$ cat src/hdl/distance_vector_route_table_assert.svh
// Assertion helpers for the route table block.
`ifndef DISTANCE_VECTOR_ROUTE_TABLE_ASSERT_SVH
`define DISTANCE_VECTOR_ROUTE_TABLE_ASSERT_SVH

// cond must hold in the cycle after trig held
`define DVRT_ASSERT_NEXT(label, trig, cond) \
  label: assert property (@(posedge clk) disable iff (rst) (trig) |=> (cond)) \
    else $error("assertion failed");

// cond must hold on every cycle out of reset
`define DVRT_ASSERT_ALWAYS(label, cond) \
  label: assert property (@(posedge clk) disable iff (rst) (cond)) \
    else $error("assertion failed");

`endif

$ cat src/hdl/dvrt_pkg.sv
`timescale 1ns / 1ps
package dvrt_pkg;
  localparam int MAX_NODES = 16;
  localparam int IDX_W = $clog2(MAX_NODES);
  localparam int ADDR_W = 2 * IDX_W;
  localparam int CNT_W = $clog2(MAX_NODES + 1);
  localparam logic [7:0] INF_RESET = 8'd99;
  localparam logic [CNT_W-1:0] NODES_RESET = CNT_W'(MAX_NODES);

  localparam logic OP_LOAD = 1'b0;
  localparam logic OP_QUERY = 1'b1;
  localparam logic REG_NODE_COUNT = 1'b0;
  localparam logic REG_INFINITY = 1'b1;

  typedef struct packed {
    logic       operation;
    logic [3:0] row;
    logic [3:0] col;
    logic [7:0] link_cost;
    logic       last;
  } in_word_t;

  typedef struct packed {
    logic [3:0] next_hop;
    logic [7:0] distance;
    logic       reachable;
    logic       ready_res;
  } out_word_t;

  typedef enum logic [3:0] {
    S_IDLE, S_QUERY, S_INIT_RD, S_INIT_WR, S_REL_IJ, S_REL_BEST,
    S_REL_RD, S_REL_CMP, S_REL_WR
  } state_t;

  typedef struct packed {
    logic              cost_we;
    logic              q_capture;
    logic              q_out;
    logic              init_wr;
    logic              best_load;
    logic              cmp;
    logic              rel_wr;
    logic              self_k;
    logic [IDX_W-1:0]  hop_val;
    logic [ADDR_W-1:0] cost_raddr;
    logic [ADDR_W-1:0] dist_raddr;
    logic [ADDR_W-1:0] waddr;
    logic              tables_ready;
  } dvrt_cmd_t;

  typedef struct packed {
    logic             upd;
    logic             out_busy;
    logic [IDX_W-1:0] nm1;
  } dvrt_stat_t;
endpackage

$ cat src/hdl/dvrt_ctrl.sv
`timescale 1ns / 1ps
module dvrt_ctrl import dvrt_pkg::*; (
  input  logic       clk,
  input  logic       rst,
  input  logic       in_valid,
  output logic       in_ready,
  input  in_word_t   in_data,
  input  dvrt_stat_t stat,
  output dvrt_cmd_t  cmd
);
  state_t state, state_next;
  logic [IDX_W-1:0] i, i_next, j, j_next, k, k_next;
  logic pass_changed, pass_changed_next;
  logic tables_ready, tables_ready_next;
  logic acc;

  always_ff @(posedge clk) begin
    if (rst) begin
      state <= S_IDLE;
      i <= '0;
      j <= '0;
      k <= '0;
      pass_changed <= 1'b0;
      tables_ready <= 1'b0;
    end else begin
      state <= state_next;
      i <= i_next;
      j <= j_next;
      k <= k_next;
      pass_changed <= pass_changed_next;
      tables_ready <= tables_ready_next;
    end
  end

  assign in_ready = (state == S_IDLE);
  assign acc = in_valid && in_ready;

  always_comb begin
    state_next = state;
    i_next = i;
    j_next = j;
    k_next = k;
    pass_changed_next = pass_changed;
    tables_ready_next = tables_ready;
    cmd = '0;
    cmd.tables_ready = tables_ready;
    cmd.cost_raddr = {i, j};
    cmd.dist_raddr = {i, j};
    cmd.waddr = {i, j};
    cmd.hop_val = j;
    case (state)
      S_IDLE: begin
        cmd.dist_raddr = {in_data.row, in_data.col};
        if (acc) begin
          if (in_data.operation == OP_LOAD) begin
            cmd.cost_we = 1'b1;
            tables_ready_next = 1'b0;
            if (in_data.last) begin
              i_next = '0;
              j_next = '0;
              state_next = S_INIT_RD;
            end
          end else begin
            cmd.q_capture = 1'b1;
            // keep the query address so a stalled result rereads the same entry
            i_next = in_data.row;
            j_next = in_data.col;
            state_next = S_QUERY;
          end
        end
      end
      S_QUERY: begin
        // hold the result until the output register frees up
        if (!stat.out_busy) begin
          cmd.q_out = 1'b1;
          state_next = S_IDLE;
        end
      end
      S_INIT_RD: state_next = S_INIT_WR;
      S_INIT_WR: begin
        cmd.init_wr = 1'b1;
        if (j == stat.nm1) begin
          j_next = '0;
          if (i == stat.nm1) begin
            i_next = '0;
            pass_changed_next = 1'b0;
            state_next = S_REL_IJ;
          end else begin
            i_next = i + 1'b1;
            state_next = S_INIT_RD;
          end
        end else begin
          j_next = j + 1'b1;
          state_next = S_INIT_RD;
        end
      end
      S_REL_IJ: state_next = S_REL_BEST;
      S_REL_BEST: begin
        cmd.best_load = 1'b1;
        k_next = '0;
        state_next = S_REL_RD;
      end
      S_REL_RD: begin
        cmd.cost_raddr = {i, k};
        cmd.dist_raddr = {k, j};
        state_next = S_REL_CMP;
      end
      S_REL_CMP: begin
        cmd.cmp = 1'b1;
        cmd.hop_val = k;
        cmd.self_k = (k == i);
        if (k == stat.nm1) begin
          state_next = S_REL_WR;
        end else begin
          k_next = k + 1'b1;
          state_next = S_REL_RD;
        end
      end
      S_REL_WR: begin
        cmd.rel_wr = 1'b1;
        state_next = S_REL_IJ;
        if (j == stat.nm1) begin
          j_next = '0;
          if (i == stat.nm1) begin
            i_next = '0;
            // another pass only if this one improved something
            if (pass_changed || stat.upd) begin
              pass_changed_next = 1'b0;
            end else begin
              tables_ready_next = 1'b1;
              state_next = S_IDLE;
            end
          end else begin
            i_next = i + 1'b1;
            pass_changed_next = pass_changed || stat.upd;
          end
        end else begin
          j_next = j + 1'b1;
          pass_changed_next = pass_changed || stat.upd;
        end
      end
      default: state_next = S_IDLE;
    endcase
  end
endmodule

$ cat config.mk
export PLATFORM = sky130hd
export DESIGN_NAME = dvrt_ctrl
export DESIGN_NICKNAME = d
export VERILOG_FILES = /design/src/hdl/distance_vector_route_table_assert.svh /design/src/hdl/dvrt_pkg.sv /design/src/hdl/dvrt_ctrl.sv
export SDC_FILE = /design/constraint.sdc
export NUM_CORES = 1
export LEC_CHECK = 0
export BUFFER_PORTS_ARGS = -buffer_cell sky130_fd_sc_hd__buf_2
export CORE_MARGIN = 2
export CORE_UTILIZATION = 50
export CTS_BUF_LIST = sky130_fd_sc_hd__clkbuf_8
export CTS_CLUSTER_SIZE = 20
export DETAILED_ROUTE_END_ITERATION = 8
export PLACE_DENSITY = 0.93
export SLEW_MARGIN = 40
export SYNTH_ARGS = -nofsm -noshare
export SYNTH_HDL_FRONTEND = slang
export SYNTH_SLANG_ARGS = --single-unit
$ cat constraint.sdc
create_clock -name clk -period 3.7 [get_ports clk]
set_clock_uncertainty 0.05 [all_clocks]
set_input_delay 0.185 -clock clk [delete_from_list [all_inputs] [get_ports clk]]
set_output_delay 0.185 -clock clk [all_outputs]
set_load 0.02 [all_outputs]
==> impl_metrics.json <==
{
  "leakagePower_nw": 0.8310,
  "final-hold-violation-count": 0,
  "cts_tree": "built",
  "rsz0062_at_grt": "no",
  "fin_tns_setup_ps": 0,
  "synth_fp_nets": 219,
  "critical_path.cell_chain": "nand2b_1, nor2_1, and2_1, nor2_1, a221o_1, buf_2",
  "cts_root_buf": "clkbuf_8",
  "ant_nets": 0,
  "drive_gt1_share_pct": 35.78,
  "crit_path_start_kind": "register",
  "clk_pin_slew_worst_paths_ps": 70,
  "synth-xor-area-share_pct": 10.14,
  "antenna_found_initial": 0,
  "placed_cells": 262,
  "async_flop_share_pct": 0,
  "synth_top_family_by_area": "simple AND/OR/NAND/NOR gates",
  "place_area_um2": 1779,
  "rr_worst_depth": 5,
  "min_path_type": "primary input to register",
  "finalCoreUtilization_pct": 60.62,
  "synth_fa_ha_area_share_pct": 2.415,
  "drt_first_iter_violations": 78,
  "r2r-start": "state[1]$_SDFFE_PP0P_",
  "ctsHoldBuffers": 0,
  "cpPeakStageDelay_ps": 630,
  "core_area_um2": 3003,
  "synthSimpleGateAreaFrac_pct": 26.97,
  "die_x_um": 59.75,
  "area_delta_synth_final_pct": 17.15,
  "synth_mux_area_share_pct": 8.535,
  "synth_seq_cells": 18,
  "place_ws_ps": 1586,
  "vias": 1614,
  "fin_ws_ps": 1239,
  "grt_max_degree": 20,
  "vias_per_cell": 6.091,
  "setup_viol": 0,
  "fin_nets": 264,
  "finalInstanceArea_um2": 1821,
  "cp_max_fo": 11,
  "status": "completed",
  "powerDensity_nw_per_um2": 308.3,
  "first_pass_iters": 4,
  "synth.distinct_cells": 49,
  "worstHoldEndpoint": "j[0]$_SDFFE_PP0P_",
  "stdcell_count": 265,
  "portBuffers": 56,
  "wl_um": 4141,
  "ioPinCount": 65,
  "slew_violations": 0,
  "synth-edff-count": 0,
  "slowest_stage": "dfxtp_1",
  "post_cts_buffers": 0,
  "worstMarginPinSlew_ps": 576.1,
  "avgSynthCellArea_um2": 8.222,
  "cts_resized": 0,
  "syn_inst": 189,
  "cp_common_cell": "nor2_1",
  "crit_type": "register to primary output",
  "cts_htree_levels": 1,
  "r2r_end": "i[2]$_SDFFE_PP0P_",
  "grt_pass1_vias": 1443,
  "worstPathRequired_ps": 3460,
  "hold_ws_ps": 178.9,
  "track_usage_pct": 24.55,
  "worstSkewPairLatency_ps": 260,
  "synth_ff_type": "dfxtp_1",
  "crit_path_end_kind": "primary output",
  "synth_compound_area_share_pct": 20.05,
  "cts_sinks": 18,
  "max-cap-violations": 0,
  "max_slew_margin_pct": 61.39,
  "die-height_um": 59.75,
  "synth-seq-area-share_pct": 23.19,
  "dieArea_um2": 3570,
  "fmax_mhz": 406.3,
  "max-vdd-ir-drop_v": 0.0001553,
  "place_congestion": 0.8511,
  "wl_per_cell_um": 15.63,
  "ff2ff_setup_slack_ps": 1700,
  "drc": 0,
  "fp-row-count": 20,
  "numCtsBuffers": 3,
  "hold_start": "in_data[9]",
  "fin_crit_sh_pct": 66.52,
  "grt_pass1_wl_um": 6603,
  "cts.path.max_buffers": 2,
  "place_hpwl_um": 2964,
  "post-route-min-period_ps": 2461,
  "ys_warn_count": 0,
  "gr-total-overflow": 0,
  "hold_depth": 3,
  "synth_area_um2": 1554,
  "n_antenna_cell": 0,
  "arrival_ps": 2230,
  "total_power_mw": 0.5613,
  "initial_core_util_pct": 51.75
}
[cell type report]
type / instances / area, um^2
clock buffer: 3 / 41.29
fill: 281 / 1182
inverter: 7 / 26.28
multi-input combinational: 147 / 1064
sequential: 18 / 360.3
tap: 33 / 41.29
timing repair buffer: 57 / 287.8
[kinds of logic after synthesis]
kind of cell,after synthesis
flip-flops,18
AO/OA/AOI/OAI,44
XOR/XNOR,18
buffers and inverters,24
adder cells (fa/ha/maj),3
multiplexers,12
AND/OR/NAND/NOR,70
[layout by cell type (no fill, tap or decap), types with 3 or more instances in the layout]
cell	synthesis	final
a211oi_1	5	5
ha_1	3	3
a22oi_1	3	3
nor2b_1	3	3
buf_2	3	56
mux2_2	10	10
nand2_1	7	7
o31ai_1	4	4
a21oi_1	10	10
nor2_1	25	25
inv_1	7	7
nor3_1	4	3
xor2_1	12	12
a31oi_1	3	3
and2_1	3	3
nand3_1	7	7
xnor2_1	6	6
o21ai_0	6	6
clkbuf_8	0	3
dfxtp_1	18	18
[worst max path at each step]
stage / from / to / slack, ps / cells past startpoint
detailed placement: state[1]$_SDFFE_PP0P_ / cmd[16] / 1590 / 6
global route: state[1]$_SDFFE_PP0P_ / cmd[16] / 1080 / 6
global placement: state[0]$_SDFFE_PP0P_ / cmd[16] / 1560 / 4
floorplan: state[3]$_SDFFE_PP0P_ / cmd[10] / 1860 / 4
CTS: state[1]$_SDFFE_PP0P_ / cmd[16] / 1270 / 6
finish: state[1]$_SDFFE_PP0P_ / cmd[16] / 1240 / 6
[flip-flops by register name, summed over array words and instances (netlist names)]
name and count:
i 4, j 4, k 4, pass_changed 1
state 4, tables_ready 1
[critical path: cells and delay by family, from the launching register on]
family                 cells  cell delay, ps
AO/OA/AOI/OAI              1             320
buffers and inverters      1             160
flip-flops                 1             630
AND/OR/NAND/NOR            4             850
[synth_stat cells, types with 4 or more instances]
cell | number | area share, %
nor2_1 | 25 | 6.0
dfxtp_1 | 18 | 23
xor2_1 | 12 | 6.8
a21oi_1 | 10 | 3.2
mux2_2 | 10 | 7.2
buf_4 | 7 | 3.4
inv_1 | 7 | 1.7
nand2_1 | 7 | 1.7
nand3_1 | 7 | 2.3
o21ai_0 | 6 | 1.9
xnor2_1 | 6 | 3.4
a211oi_1 | 5 | 2.4
clkbuf_1 | 4 | 0.97
nor3_1 | 4 | 1.3
o31ai_1 | 4 | 1.9
[power breakdown]
part,leakage (nW),internal (mW),switching [mW]
Combinational,0.663,0.0778,0.118
Sequential,0.146,0.202,0.0214
Clock,0.0216,0.0726,0.0695
[layer usage]
layer,wire length [um],GRT usage [%]
met2,2011,42.86
met3,271,2.165
met1,1762,30.13
met4,95,11.43
met5,0,0
(Power assumes the default switching activity.)
